<file path="config.mk">
export PLATFORM = sky130hd
export DESIGN_NAME = bounded_deque_remove_by_value
export DESIGN_NICKNAME = d
export VERILOG_FILES = /design/src/hw/rtl/bdq_pkg.sv /design/src/hw/rtl/bdq_ram.sv /design/src/hw/rtl/bdq_front.sv /design/src/hw/rtl/bdq_cmdq.sv /design/src/hw/rtl/bdq_back.sv /design/src/hw/rtl/bounded_deque_remove_by_value.sv
export SDC_FILE = /design/constraint.sdc
export NUM_CORES = 1
export LEC_CHECK = 0
export BUFFER_PORTS_ARGS = -buffer_cell sky130_fd_sc_hd__buf_2
export CORE_MARGIN = 5
export CORE_UTILIZATION = 50
export CTS_CLUSTER_DIAMETER = 80
export DETAILED_ROUTE_END_ITERATION = 8
export PLACE_DENSITY = 0.71
export REMOVE_ABC_BUFFERS = 1
export SYNTH_ARGS = -nofsm -noshare
export SYNTH_HDL_FRONTEND = slang
export SYNTH_SLANG_ARGS = --single-unit
</file>
<file path="constraint.sdc">
create_clock -name clk -period 7.1 [get_ports clk]
set_clock_uncertainty 0.2 [all_clocks]
set_input_delay 0 -clock clk [delete_from_list [all_inputs] [get_ports clk]]
set_output_delay 0 -clock clk [all_outputs]
set_load 0.005 [all_outputs]
</file>
<file path="src/hw/rtl/bdq_pkg.sv">
// ----------------------------------------------------------------------------
// bdq_pkg
// Shared types and codes for the bounded deque with remove-by-value.
// ----------------------------------------------------------------------------
package bdq_pkg;

  localparam int DEPTH_DEFAULT      = 32;
  localparam int CMDQ_DEPTH_DEFAULT = 2;

  localparam int VAL_W    = 32;
  localparam int FUNC_W   = 3;
  localparam int STATUS_W = 2;
  localparam int CNT_W    = 6;

  // command selector codes on the input channel
  localparam logic [FUNC_W-1:0] FUNC_PUSH_FRONT = 3'd0;
  localparam logic [FUNC_W-1:0] FUNC_PUSH_BACK  = 3'd1;
  localparam logic [FUNC_W-1:0] FUNC_LIST_FWD   = 3'd2;
  localparam logic [FUNC_W-1:0] FUNC_LIST_BWD   = 3'd3;
  localparam logic [FUNC_W-1:0] FUNC_REMOVE     = 3'd4;
  localparam logic [FUNC_W-1:0] FUNC_CLEAR      = 3'd5;

  // result status codes
  localparam logic [STATUS_W-1:0] STAT_OK       = 2'd0;
  localparam logic [STATUS_W-1:0] STAT_EMPTY    = 2'd1;
  localparam logic [STATUS_W-1:0] STAT_FULL     = 2'd2;
  localparam logic [STATUS_W-1:0] STAT_NOTFOUND = 2'd3;

  typedef enum logic [2:0] {
    OP_PUSH_FRONT,
    OP_PUSH_BACK,
    OP_LIST_FWD,
    OP_LIST_BWD,
    OP_REMOVE,
    OP_CLEAR
  } op_t;

  typedef struct packed {
    op_t                     op;
    logic signed [VAL_W-1:0] value;
  } cmd_t;

  typedef enum logic [2:0] {
    S_IDLE,
    S_LIST_RD,
    S_LIST_EMIT,
    S_REM_RD,
    S_REM_CHK,
    S_REM_DONE
  } st_t;

endpackage

</file>
<file path="src/hw/rtl/bdq_ram.sv">
// ----------------------------------------------------------------------------
// bdq_ram
// Generic single-write, single-read RAM with registered read data.
// ----------------------------------------------------------------------------
module bdq_ram #(
  parameter int WIDTH = 32,
  parameter int DEPTH = 32
) (
  input  logic                     clk,
  input  logic                     we,
  input  logic [$clog2(DEPTH)-1:0] waddr,
  input  logic [WIDTH-1:0]         wdata,
  input  logic                     re,
  input  logic [$clog2(DEPTH)-1:0] raddr,
  output logic [WIDTH-1:0]         rdata
);

  logic [WIDTH-1:0] mem [DEPTH];

  always_ff @(posedge clk) begin
    if (we) begin
      mem[waddr] <= wdata;
    end
    // read data holds until the next read
    if (re) begin
      rdata <= mem[raddr];
    end
  end

endmodule

</file>
<file path="src/hw/rtl/bdq_front.sv">
// ----------------------------------------------------------------------------
// bdq_front
// Input stage: takes command words, decodes the selector, drops unused codes.
// ----------------------------------------------------------------------------
module bdq_front (
  input  logic                                   clk,
  input  logic                                   rst_n,
  input  logic                                   in_valid,
  output logic                                   in_ready,
  input  logic [bdq_pkg::FUNC_W-1:0]             in_func,
  input  logic signed [bdq_pkg::VAL_W-1:0]       in_value,
  output logic                                   cmd_valid,
  input  logic                                   cmd_ready,
  output bdq_pkg::cmd_t                          cmd
);

  logic          fv_r, fv_nxt;
  bdq_pkg::cmd_t fcmd_r, fcmd_nxt;
  logic          known;
  bdq_pkg::op_t  op;

  always_comb begin
    known = 1'b1;
    op    = bdq_pkg::OP_PUSH_FRONT;
    unique case (in_func)
      bdq_pkg::FUNC_PUSH_FRONT: op = bdq_pkg::OP_PUSH_FRONT;
      bdq_pkg::FUNC_PUSH_BACK:  op = bdq_pkg::OP_PUSH_BACK;
      bdq_pkg::FUNC_LIST_FWD:   op = bdq_pkg::OP_LIST_FWD;
      bdq_pkg::FUNC_LIST_BWD:   op = bdq_pkg::OP_LIST_BWD;
      bdq_pkg::FUNC_REMOVE:     op = bdq_pkg::OP_REMOVE;
      bdq_pkg::FUNC_CLEAR:      op = bdq_pkg::OP_CLEAR;
      default:                  known = 1'b0;
    endcase
  end

  assign in_ready  = !fv_r || cmd_ready;
  assign cmd_valid = fv_r;
  assign cmd       = fcmd_r;

  always_comb begin
    fv_nxt   = fv_r && !cmd_ready;
    fcmd_nxt = fcmd_r;
    if (in_valid && in_ready) begin
      // unused selectors produce no result: never enter the queue
      fv_nxt         = known;
      fcmd_nxt.op    = op;
      fcmd_nxt.value = in_value;
    end
  end

  always_ff @(posedge clk) begin
    if (!rst_n) begin
      fv_r <= 1'b0;
    end else begin
      fv_r <= fv_nxt;
    end
    fcmd_r <= fcmd_nxt;
  end

endmodule

</file>
<file path="src/hw/rtl/bdq_cmdq.sv">
// ----------------------------------------------------------------------------
// bdq_cmdq
// Small command FIFO between the decode stage and the execution engine.
// ----------------------------------------------------------------------------
module bdq_cmdq #(
  parameter int QDEPTH = bdq_pkg::CMDQ_DEPTH_DEFAULT
) (
  input  logic          clk,
  input  logic          rst_n,
  input  logic          push_valid,
  output logic          push_ready,
  input  bdq_pkg::cmd_t push_data,
  output logic          pop_valid,
  input  logic          pop_ready,
  output bdq_pkg::cmd_t pop_data
);

  localparam int PW = (QDEPTH > 1) ? $clog2(QDEPTH) : 1;
  localparam int NW = $clog2(QDEPTH + 1);

  bdq_pkg::cmd_t slots_r [QDEPTH];
  logic [PW-1:0] wp_r, wp_nxt, rp_r, rp_nxt;
  logic [NW-1:0] n_r, n_nxt;
  logic          do_push, do_pop;

  function automatic logic [PW-1:0] wrap_inc(input logic [PW-1:0] p);
    wrap_inc = (p == PW'(QDEPTH - 1)) ? '0 : p + PW'(1);
  endfunction

  assign push_ready = (n_r != NW'(QDEPTH));
  assign pop_valid  = (n_r != '0);
  assign pop_data   = slots_r[rp_r];
  assign do_push    = push_valid && push_ready;
  assign do_pop     = pop_valid && pop_ready;

  always_comb begin
    wp_nxt = do_push ? wrap_inc(wp_r) : wp_r;
    rp_nxt = do_pop  ? wrap_inc(rp_r) : rp_r;
    n_nxt  = n_r;
    if (do_push && !do_pop) begin
      n_nxt = n_r + NW'(1);
    end else if (!do_push && do_pop) begin
      n_nxt = n_r - NW'(1);
    end
  end

  always_ff @(posedge clk) begin
    if (!rst_n) begin
      wp_r <= '0;
      rp_r <= '0;
      n_r  <= '0;
    end else begin
      wp_r <= wp_nxt;
      rp_r <= rp_nxt;
      n_r  <= n_nxt;
    end
    if (do_push) begin
      slots_r[wp_r] <= push_data;
    end
  end

endmodule

</file>
<file path="src/hw/rtl/bdq_back.sv">
// ----------------------------------------------------------------------------
// bdq_back
// Execution engine: owns the circular store, runs pushes, clears, walks and removal,
// and drives the registered result port.
// ----------------------------------------------------------------------------
module bdq_back #(
  parameter int DEPTH = bdq_pkg::DEPTH_DEFAULT
) (
  input  logic                                clk,
  input  logic                                rst_n,
  input  logic                                cmd_valid,
  output logic                                cmd_ready,
  input  bdq_pkg::cmd_t                       cmd,
  output logic                                out_valid,
  input  logic                                out_ready,
  output logic signed [bdq_pkg::VAL_W-1:0]    out_item_value,
  output logic [bdq_pkg::STATUS_W-1:0]        out_status,
  output logic [bdq_pkg::CNT_W-1:0]           out_removed_count,
  output logic [bdq_pkg::CNT_W-1:0]           out_occupancy,
  output logic                                out_last
);

  localparam int AW = $clog2(DEPTH);
  localparam int CW = $clog2(DEPTH + 1);
  localparam int SW = CW + 1;
  localparam int VW = bdq_pkg::VAL_W;
  localparam int OW = bdq_pkg::CNT_W;

  bdq_pkg::st_t state_r, state_nxt;
  logic [AW-1:0] head_r, head_nxt;
  logic [CW-1:0] count_r, count_nxt;
  logic [CW-1:0] idx_r, idx_nxt;
  logic [CW-1:0] kept_r, kept_nxt;
  bdq_pkg::cmd_t cur_r, cur_nxt;

  logic                            ov_r, ov_nxt;
  logic signed [VW-1:0]            oitem_r, oitem_nxt;
  logic [bdq_pkg::STATUS_W-1:0]    ostat_r, ostat_nxt;
  logic [OW-1:0]                   orem_r, orem_nxt;
  logic [OW-1:0]                   oocc_r, oocc_nxt;
  logic                            olast_r, olast_nxt;

  logic          ram_we, ram_re;
  logic [AW-1:0] ram_waddr, ram_raddr;
  logic [VW-1:0] ram_wdata, ram_rdata;

  logic          out_free, is_empty, is_full, walk, at_end;
  logic [CW-1:0] list_off, removed;

  // (h + off) mod DEPTH, with h < DEPTH and off <= DEPTH
  function automatic logic [AW-1:0] slot(input logic [AW-1:0] h, input logic [CW-1:0] off);
    logic [SW-1:0] s;
    s = SW'(h) + SW'(off);
    if (s >= SW'(DEPTH)) begin
      s = s - SW'(DEPTH);
    end
    slot = s[AW-1:0];
  endfunction

  bdq_ram #(.WIDTH(VW), .DEPTH(DEPTH)) u_store (
    .clk   (clk),
    .we    (ram_we),
    .waddr (ram_waddr),
    .wdata (ram_wdata),
    .re    (ram_re),
    .raddr (ram_raddr),
    .rdata (ram_rdata)
  );

  assign out_free = !ov_r || out_ready;
  assign is_empty = (count_r == '0);
  assign is_full  = (count_r == CW'(DEPTH));
  // list/remove on a non-empty store walk the entries; all else answers at once
  assign walk     = !is_empty && (cmd.op == bdq_pkg::OP_LIST_FWD ||
                                  cmd.op == bdq_pkg::OP_LIST_BWD ||
                                  cmd.op == bdq_pkg::OP_REMOVE);
  assign at_end   = (idx_r == count_r - CW'(1));
  assign list_off = (cur_r.op == bdq_pkg::OP_LIST_FWD) ? idx_r
                                                       : count_r - CW'(1) - idx_r;
  assign removed  = count_r - kept_r;

  // next state
  always_comb begin
    state_nxt = state_r;
    unique case (state_r)
      bdq_pkg::S_IDLE: begin
        if (cmd_valid && walk) begin
          state_nxt = (cmd.op == bdq_pkg::OP_REMOVE) ? bdq_pkg::S_REM_RD
                                                     : bdq_pkg::S_LIST_RD;
        end
      end
      bdq_pkg::S_LIST_RD:   state_nxt = bdq_pkg::S_LIST_EMIT;
      bdq_pkg::S_LIST_EMIT: begin
        if (out_free) begin
          state_nxt = at_end ? bdq_pkg::S_IDLE : bdq_pkg::S_LIST_RD;
        end
      end
      bdq_pkg::S_REM_RD:    state_nxt = bdq_pkg::S_REM_CHK;
      bdq_pkg::S_REM_CHK:   state_nxt = at_end ? bdq_pkg::S_REM_DONE : bdq_pkg::S_REM_RD;
      bdq_pkg::S_REM_DONE: begin
        if (out_free) begin
          state_nxt = bdq_pkg::S_IDLE;
        end
      end
      default:              state_nxt = bdq_pkg::S_IDLE;
    endcase
  end

  // datapath and outputs
  always_comb begin
    cmd_ready = 1'b0;
    head_nxt  = head_r;
    count_nxt = count_r;
    idx_nxt   = idx_r;
    kept_nxt  = kept_r;
    cur_nxt   = cur_r;
    ram_we    = 1'b0;
    ram_waddr = slot(head_r, kept_r);
    ram_wdata = ram_rdata;
    ram_re    = 1'b0;
    ram_raddr = slot(head_r, idx_r);
    ov_nxt    = ov_r && !out_ready;
    oitem_nxt = oitem_r;
    ostat_nxt = ostat_r;
    orem_nxt  = orem_r;
    oocc_nxt  = oocc_r;
    olast_nxt = olast_r;

    unique case (state_r)
      bdq_pkg::S_IDLE: begin
        if (cmd_valid && walk) begin
          cmd_ready = 1'b1;
          cur_nxt   = cmd;
          idx_nxt   = '0;
          kept_nxt  = '0;
        end else if (cmd_valid && out_free) begin
          cmd_ready = 1'b1;
          ov_nxt    = 1'b1;
          oitem_nxt = '0;
          ostat_nxt = bdq_pkg::STAT_OK;
          orem_nxt  = '0;
          olast_nxt = 1'b1;
          case (cmd.op)
            bdq_pkg::OP_PUSH_FRONT, bdq_pkg::OP_PUSH_BACK: begin
              if (is_full) begin
                ostat_nxt = bdq_pkg::STAT_FULL;
              end else begin
                ram_we    = 1'b1;
                ram_wdata = cmd.value;
                count_nxt = count_r + CW'(1);
                if (cmd.op == bdq_pkg::OP_PUSH_FRONT) begin
                  head_nxt  = (head_r == '0) ? AW'(DEPTH - 1) : head_r - AW'(1);
                  ram_waddr = head_nxt;
                end else begin
                  ram_waddr = slot(head_r, count_r);
                end
              end
            end
            bdq_pkg::OP_CLEAR: begin
              if (is_empty) begin
                ostat_nxt = bdq_pkg::STAT_EMPTY;
              end else begin
                count_nxt = '0;
                head_nxt  = '0;
              end
            end
            default: ostat_nxt = bdq_pkg::STAT_EMPTY;
          endcase
          oocc_nxt = OW'(count_nxt);
        end
      end
      bdq_pkg::S_LIST_RD: begin
        ram_re    = 1'b1;
        ram_raddr = slot(head_r, list_off);
      end
      bdq_pkg::S_LIST_EMIT: begin
        if (out_free) begin
          ov_nxt    = 1'b1;
          oitem_nxt = ram_rdata;
          ostat_nxt = bdq_pkg::STAT_OK;
          orem_nxt  = '0;
          oocc_nxt  = OW'(count_r);
          olast_nxt = at_end;
          idx_nxt   = idx_r + CW'(1);
        end
      end
      bdq_pkg::S_REM_RD: begin
        ram_re = 1'b1;
      end
      bdq_pkg::S_REM_CHK: begin
        // compact survivors toward the head; write slot never passes the read slot
        if (ram_rdata != cur_r.value) begin
          ram_we   = 1'b1;
          kept_nxt = kept_r + CW'(1);
        end
        idx_nxt = idx_r + CW'(1);
      end
      bdq_pkg::S_REM_DONE: begin
        if (out_free) begin
          ov_nxt    = 1'b1;
          oitem_nxt = '0;
          ostat_nxt = (removed == '0) ? bdq_pkg::STAT_NOTFOUND : bdq_pkg::STAT_OK;
          orem_nxt  = OW'(removed);
          oocc_nxt  = OW'(kept_r);
          olast_nxt = 1'b1;
          count_nxt = kept_r;
        end
      end
      default: ;
    endcase
  end

  always_ff @(posedge clk) begin
    if (!rst_n) begin
      state_r <= bdq_pkg::S_IDLE;
      head_r  <= '0;
      count_r <= '0;
      ov_r    <= 1'b0;
    end else begin
      state_r <= state_nxt;
      head_r  <= head_nxt;
      count_r <= count_nxt;
      ov_r    <= ov_nxt;
    end
    idx_r   <= idx_nxt;
    kept_r  <= kept_nxt;
    cur_r   <= cur_nxt;
    oitem_r <= oitem_nxt;
    ostat_r <= ostat_nxt;
    orem_r  <= orem_nxt;
    oocc_r  <= oocc_nxt;
    olast_r <= olast_nxt;
  end

  assign out_valid         = ov_r;
  assign out_item_value    = oitem_r;
  assign out_status        = ostat_r;
  assign out_removed_count = orem_r;
  assign out_occupancy     = oocc_r;
  assign out_last          = olast_r;

endmodule

</file>
<file path="src/hw/rtl/bounded_deque_remove_by_value.sv">
// ----------------------------------------------------------------------------
// bounded_deque_remove_by_value
// Bounded double-ended list of signed words with push, list, remove and clear.
// ----------------------------------------------------------------------------
// Pushes and clears sustain one word per cycle unless the result port stalls; with
// the store's registered read port, listing takes a read and an emit state per
// entry, and removal a read and a check state per stored entry plus a done state.
// A 2-word command queue decouples decode from execution; no new command is taken
// during a walk. Reset empties the list and the queue; the store is not cleared.
module bounded_deque_remove_by_value #(
  parameter int DEPTH      = bdq_pkg::DEPTH_DEFAULT,
  parameter int CMDQ_DEPTH = bdq_pkg::CMDQ_DEPTH_DEFAULT
) (
  input  logic                                clk,
  input  logic                                rst_n,
  input  logic                                in_valid,
  output logic                                in_ready,
  input  logic [bdq_pkg::FUNC_W-1:0]          in_func,
  input  logic signed [bdq_pkg::VAL_W-1:0]    in_value,
  output logic                                out_valid,
  input  logic                                out_ready,
  output logic signed [bdq_pkg::VAL_W-1:0]    out_item_value,
  output logic [bdq_pkg::STATUS_W-1:0]        out_status,
  output logic [bdq_pkg::CNT_W-1:0]           out_removed_count,
  output logic [bdq_pkg::CNT_W-1:0]           out_occupancy,
  output logic                                out_last
);

  logic          f_valid, f_ready, q_valid, q_ready;
  bdq_pkg::cmd_t f_cmd, q_cmd;

  bdq_front u_front (
    .clk       (clk),
    .rst_n     (rst_n),
    .in_valid  (in_valid),
    .in_ready  (in_ready),
    .in_func   (in_func),
    .in_value  (in_value),
    .cmd_valid (f_valid),
    .cmd_ready (f_ready),
    .cmd       (f_cmd)
  );

  bdq_cmdq #(.QDEPTH(CMDQ_DEPTH)) u_cmdq (
    .clk        (clk),
    .rst_n      (rst_n),
    .push_valid (f_valid),
    .push_ready (f_ready),
    .push_data  (f_cmd),
    .pop_valid  (q_valid),
    .pop_ready  (q_ready),
    .pop_data   (q_cmd)
  );

  bdq_back #(.DEPTH(DEPTH)) u_back (
    .clk               (clk),
    .rst_n             (rst_n),
    .cmd_valid         (q_valid),
    .cmd_ready         (q_ready),
    .cmd               (q_cmd),
    .out_valid         (out_valid),
    .out_ready         (out_ready),
    .out_item_value    (out_item_value),
    .out_status        (out_status),
    .out_removed_count (out_removed_count),
    .out_occupancy     (out_occupancy),
    .out_last          (out_last)
  );

endmodule

</file>
# After elaboration in Yosys (flattened, before gate mapping)
# Memories as Yosys holds them, arrays and structs flattened. A register that Yosys moved wholly into a read port is not among the register bits.
# Cells that the tools add are included.
# totals
ff_bits,149
ram_bits,1094
inputBits,39
memories,2
# classes
n_addsub,19
n_lt_le_gt_ge,4
n_eq_ne,29
n_mux,94
n_bitwise,1
n_reduce_logical,45
# memory_table
memory,words,width,rd,rd_clocked_by_memory_dff,write_ports,line_no,source
u_back.u_store.mem,32,32,1,1,1,bdq_ram.sv:18,logic [WIDTH-1:0] mem [DEPTH];
u_cmdq.slots_r,2,35,1,1,1,bdq_cmdq.sv:21,bdq_pkg::cmd_t slots_r [QDEPTH];
# op_table
op,n
two-way mux 32 bit,9
one-hot mux 32 bit (3 select lines),1
two-way mux 6 bit,14
two-way mux 5 bit,15
one-hot mux 6 bit (3 select lines),3
one-hot mux 6 bit (2 select lines),3
!= test 32 bit,1
adder 5 x 6 -> 7 bit,4
"greater-or-equal comparator 7 x 6 -> 1 bit, second input constant",4
two-way mux 1 bit,28
"subtractor 5 x 1 -> 5 bit, second input constant",5
"== test 3 x 2 -> 1 bit, second input constant",7
"adder 6 x 1 -> 6 bit, second input constant",3
"== test 3 bit, second input constant",6
two-way mux 2 bit,9
one-hot mux 3 bit (6 select lines),1
one-hot mux 3 bit (5 select lines),1
logical NOT 6 bit,2
two-way mux 3 bit,4
"!= test 2 x 1 -> 1 bit, second input constant",6
subtractor 6 bit,2
logical AND 1 bit,10
one-hot mux 5 bit (2 select lines),1
nonzero test 2 bit,5
25 further kinds,48

# Longest topological paths before layout
# logic_depth
word_depth,11
depth_mapped,15
ltp_nobuf,14

# By module
# Synthesis repeated with hierarchy kept, for this count alone.
# hier_totals
hier_cells,3027
area_unflattened_um2,51194.1
# by_module_without_submodules
mod,instances,cells_per_inst,area_each_um2,seq_area_each_um2
bdq_ram,1,2260,40812.9,31710.4
bdq_back,1,591,6480.0,3123.0
bdq_cmdq,1,133,2766.4,2202.1
bdq_front,1,43,1134.8,1071.0

# Least setup slack after synthesis
# No wires, ideal clock.
# synth_timing
path_type,reg-to-reg
start,reg u_back.count_r[1]
end,"reg u_back.oitem_r[0], in the netlist u_back.out_item_value[0] (enable)"
arrival_ns,3.842
slack_ns,2.590
stages_incl_launch_ff,9
path_buffers,0
path_cell_list,dfxtp_1 inv_1 ha_1 nor4b_2 and2b_1 nor3_1 nor2_1 o21ai_0 a21oi_1
# synth_between
elab_chain_cells,6
# synth_lines
element,line_no,source
from (decl),bdq_back.sv:31,"logic [CW-1:0] count_r, count_nxt;"
from (signal assigned),bdq_back.sv:222,count_r <= count_nxt;
logical NOT 6 bit,bdq_back.sv:71,assign is_empty = (count_r == '0);
logical NOT 1 bit,bdq_back.sv:74,assign walk = !is_empty && (cmd.op == bdq_pkg::OP_LIST_FWD ||
logical AND 1 bit,bdq_back.sv:74,
logical AND 1 bit,bdq_back.sv:131,if (cmd_valid && walk) begin
!= test 2 bit (no line),--,
AND reduction 5 bit (no line),--,
to (signal assigned),bdq_back.sv:228,oitem_r <= oitem_nxt;
to (decl),bdq_back.sv:37,"logic signed [VW-1:0] oitem_r, oitem_nxt;"
# No other way between the ends.
# A chain may end at the register's enable or synchronous reset.

# Worst setup path in the final report
# layout_timing
start,reg u_back.state_r[0]
end,"reg u_back.u_store.rdata[4] (read register of u_back.u_store.mem), data pin"
# layout_between
elab_chain_cells,3
# layout_lines
element,line_no,source
from (decl),bdq_back.sv:29,"bdq_pkg::st_t state_r, state_nxt;"
from (signal assigned),bdq_back.sv:215,state_r <= bdq_pkg::S_IDLE;
from (signal assigned),bdq_back.sv:220,state_r <= state_nxt;
== test 3 x 2 -> 1 bit / == test 3 x 1 -> 1 bit (equally long branches),bdq_back.sv:129,unique case (state_r)
OR reduction 2 bit (no line),--,
two-way mux 1 bit,bdq_back.sv:129,
to (decl),bdq_ram.sv:15,output logic [WIDTH-1:0] rdata
# Several ways; a longest one is shown, not always the timed one.

==> summary.md <==
| Metric | Value |
|---|---|
| Simple-gate portion of the synthesized area | `under 10%` |
| Number of clock sinks | `around 1,300` |
| Count of port buffers added during placement | `just under 90` |
| Net count, final | `2,622` |
| RSZ-0062 raised after global routing | `no` |
| Remaining design rule violation count | `0` |
| Initial core utilization | `between 50% and 60%` |
| Gr ovfl total | `0` |
| Maximum Capacitance Violations | `0` |
| Maximum level of the CTS H-tree | `3` |
| Wire length of the first global-routing pass | `between 150 and 200 mm` |
| Finished Layout Cells | `3,951` |
| TritonCTS clock tree | `done` |
| Placer's final routability congestion estimate | `around 0.84` |
| Vertical extent of the die | `about 330 um` |
| Fraction of layout instances using a drive strength above 1 | `30.8%` |
| Global routing's busiest layer | `met2` |
| Detailed-route wire length | `roughly 130 mm` |
| Sequential share of the synthesized area | `approximately 76%` |
| Internal power | `about 18,000 uW` |
| Clock slew seen by the registers of the worst setup and hold paths | `0.06 ns` |
| GR met1 Demand/Resource | `~33%` |
| Slew margin rel. | `roughly 4.9%` |
| Ys async rst share | `0%` |
| Final period demand of the worst path | `between 5 and 6 ns` |
| Maximum clock path buffer count | `3` |
| Hold crit path type | `input port to register` |
| Commonest non-fill, non-tap cell in the layout | `edfxtp_1` |
| Count of final hold-check violations | `0` |
| Critical path capture point type | `register` |
| Period utilization | `75.5%` |
| Pins Over Slew Limit | `0` |
| Share of total power consumed by net switching | `between 30% and 40%` |
| Area share of fa/ha/maj cells after synthesis | `0.870%` |
| Number of cells after detailed placement | `3,646` |
| Final worst hold slack | `around 0.064 ns` |
| Outcome | `finished, final reports clean` |
| Multiplexer fraction of the synthesized cell area | `between 15 and 20%` |
| Drt wl/cell | `about 32 um` |
| Count of TritonRoute iterations in the first routing pass | `5` |
| Global-route total usage across every layer | `between 20% and 30%` |
| Root Driver | `clkbuf_16` |
| Peak supply drop | `366 uV` |
| Number of enable-type register cells in the synthesized netlist | `about 1,300` |
| Endpoints failing setup | `0` |
| Number of antenna violations at the first check in global routing | `4` |
| Via/cell ratio | `around 6.4` |
| Highest fanout seen on the critical path | `between 40 and 50` |
| GR Util met3 | `just over 5%` |
| Number of DRC markers after the initial detailed-route iteration | `around 3,500` |
| Compound-Gate Fraction of Synth Area | `under 10%` |
| Actual transition at the worst max-transition pin | `roughly 1.4 ns` |
| Total power density per cell area | `roughly 440 mW/mm^2` |
| Portion of total power attributed to the clock network | `about a quarter` |
| Combinational family with the most area after synthesis | `multiplexers` |
| Final Util | `about 58%` |
| Number of nets still failing antenna checks after routing | `0` |
| Core region area | `~0.1 sq mm` |
| Crit Path Category | `register to register` |
| Netlist Area Pre-Place | `slightly above 0.05 sq mm` |
| Yosys warning count | `0` |
| Area share of xor/xnor cells in the synthesized design | `about 1.2%` |
| Most used cells in the layout excluding fill and tap cells | `edfxtp_1 (1,255), mux4_2 (320), clkbuf_16 (122)` |
| Number of unique standard cell types used by synthesis | `76` |
| Setup WS pre-CTS | `roughly 1.8 ns` |
| Post-synthesis register bit count | `about 1,300` |
| Cts bufs inserted | `121` |
| Relative contribution of combinational cells to total power | `a little over a third` |
| Vias in the first global route | `25,604` |
| Arrival time reported for the critical path endpoint | `around 5.6 ns` |
| Die area | `0.107 sq mm` |
| Average size of a mapped cell | `roughly 22 sq um` |
| Type of element launching the critical path | `register` |
| Switching power of the nets | `a little under 8000 uW` |
| Final worst-path setup slack | `around 1.7 ns` |
| Largest net degree at the start of global routing | `between 70 and 80` |
| Accumulated negative setup slack | `0 ns` |
| Total number of vias | `between 20,000 and 30,000` |
| Placement Rows | `116` |
| Sequential share of power | `roughly two fifths` |
| Layout-stage area growth over the synthesis result | `14.6%` |
| Most used flip-flop cell after synthesis | `edfxtp_1` |
| Post-detailed-placement half-perimeter wirelength | `about 69 mm` |
| Die outline width | `roughly 330 um` |
| Leak pwr | `between 0.015 and 0.02 uW` |
| Mapped Cells | `2,286` |
| N_diodes | `0` |
| Boundary pin count | `~90` |
| Achievable clock frequency | `187 MHz` |
| GR Util met2 | `about two fifths` |
| Number of gates resized after CTS | `0` |
| Worst endpoint required time | `7.33 ns` |
| Clock Latency Late Sink | `roughly 0.73 ns` |
[cell families after synthesis]
kind of cell | count (synthesis)
flip-flops | 1276
multiplexers | 428
AND/OR/NAND/NOR | 239
buffers and inverters | 122
AO/OA/AOI/OAI | 120
XOR/XNOR | 69
adder cells (fa/ha/maj) | 32
[cell type report]
type | count | area [sq um]
multi-input cells | 888 | 12000
well taps | 1298 | 1620
inverters | 22 | 82.6
clock inverters | 71 | 691
flip-flops and latches | 1276 | 38100
repair buffers | 242 | 1970
fillers | 6975 | 42300
clock buffers | 154 | 3190
[Yosys cell counts (3+ instances only)]
cell	count	area share (%)
a21o_1	6	0.090
a21oi_1	25	0.25
a22oi_1	7	0.10
a31oi_1	3	0.037
a31oi_2	4	0.099
and2_1	11	0.14
and3_1	41	0.51
buf_1	4	0.030
buf_2	37	0.37
buf_4	4	0.060
buf_6	4	0.090
clkbuf_1	51	0.38
dfxtp_1	21	0.84
edfxtp_1	1255	75
fa_1	5	0.20
ha_1	27	0.67
inv_1	21	0.16
mux2_2	69	1.5
mux2_4	30	0.90
mux2i_1	8	0.16
mux4_2	320	14
nand2_1	40	0.30
nand2b_1	8	0.099
nand3_1	8	0.080
nand4_1	11	0.14
nor2_1	78	0.58
nor2b_1	8	0.099
nor3_1	5	0.050
nor3b_1	4	0.060
nor4_1	3	0.037
o211ai_1	3	0.045
o21a_1	4	0.060
o21ai_0	28	0.28
o22ai_1	4	0.050
o31ai_1	6	0.090
or4_1	3	0.045
xnor2_1	57	0.99
xor2_1	11	0.19
[registers in the layout, summed over array words and instances, names as in the netlist, 2 cells and up, named ones only]
| name | cells |
|---|---|
| u_back.out_removed_count | 6 |
| u_back.idx_r | 6 |
| u_back.out_occupancy | 6 |
| u_front.cmd | 35 |
| u_cmdq.slots_r | 70 |
| u_back.kept_r | 6 |
| u_back.u_store.rdata | 32 |
| u_back.out_item_value | 32 |
| u_back.u_store.mem | 1024 |
| u_back.state_r | 3 |
| u_cmdq.n_r | 2 |
| u_back.head_r | 5 |
| u_back.out_status | 2 |
| u_back.count_r | 6 |
| u_back.cur_r | 35 |
[repair_timing]
item / 4_1_cts / 5_1_grt
endpoints found under the hold margin: 91 / 0
setup buffers: 0 / 0
hold buffers: 80 / 0
[final timing paths]
check	start	cells after the start	slack, ns	end
setup / recovery	u_back.state_r[0]	9	1.74	u_back.u_store.rdata[4]
hold / removal	in_func[1]	3	0.06	u_front.cmd[33]
setup reg to reg	u_back.state_r[0]	9	1.74	u_back.u_store.rdata[4]
hold reg to reg	u_front.cmd[19]	0	0.22	u_cmdq.slots_r[1][19]
[stage by stage]
stage	power (uW)	instance area (sq um)
global placement	19000	53000
detailed placement	19200	53000
CTS	25600	57700
finish	25400	57700
global route	26400	57700
floorplan	16500	49900
[layer usage]
layer	wire (um)	vias to the layer above
met5	12	-
met1	48600	13377
li1	-	10096
met3	12900	223
met4	3160	2
met2	61700	1461
[power groups by stage]
| stage | Combinational (uW) | Sequential (uW) | Clock [uW] |
|---|---|---|---|
| final | 9180 | 9940 | 6290 |
| after global routing | 9760 | 9970 | 6700 |
| after CTS | 9240 | 9940 | 6370 |
| after detailed placement | 9140 | 10100 | 0 |
| after global placement | 8880 | 10100 | 0 |
| after floorplan | 6590 | 9930 | 0 |
[critical path: stages (launching register included)]
cell       delay (ns)
dfxtp_1          0.56
inv_1            0.24
a2111oi_4        0.61
mux2i_1          0.22
ha_4             0.21
fa_4             1.31
buf_4            0.57
mux4_2           0.39
mux4_2           0.49
mux2_4           0.28
Note: power is estimated with default switching activity, not from simulation.
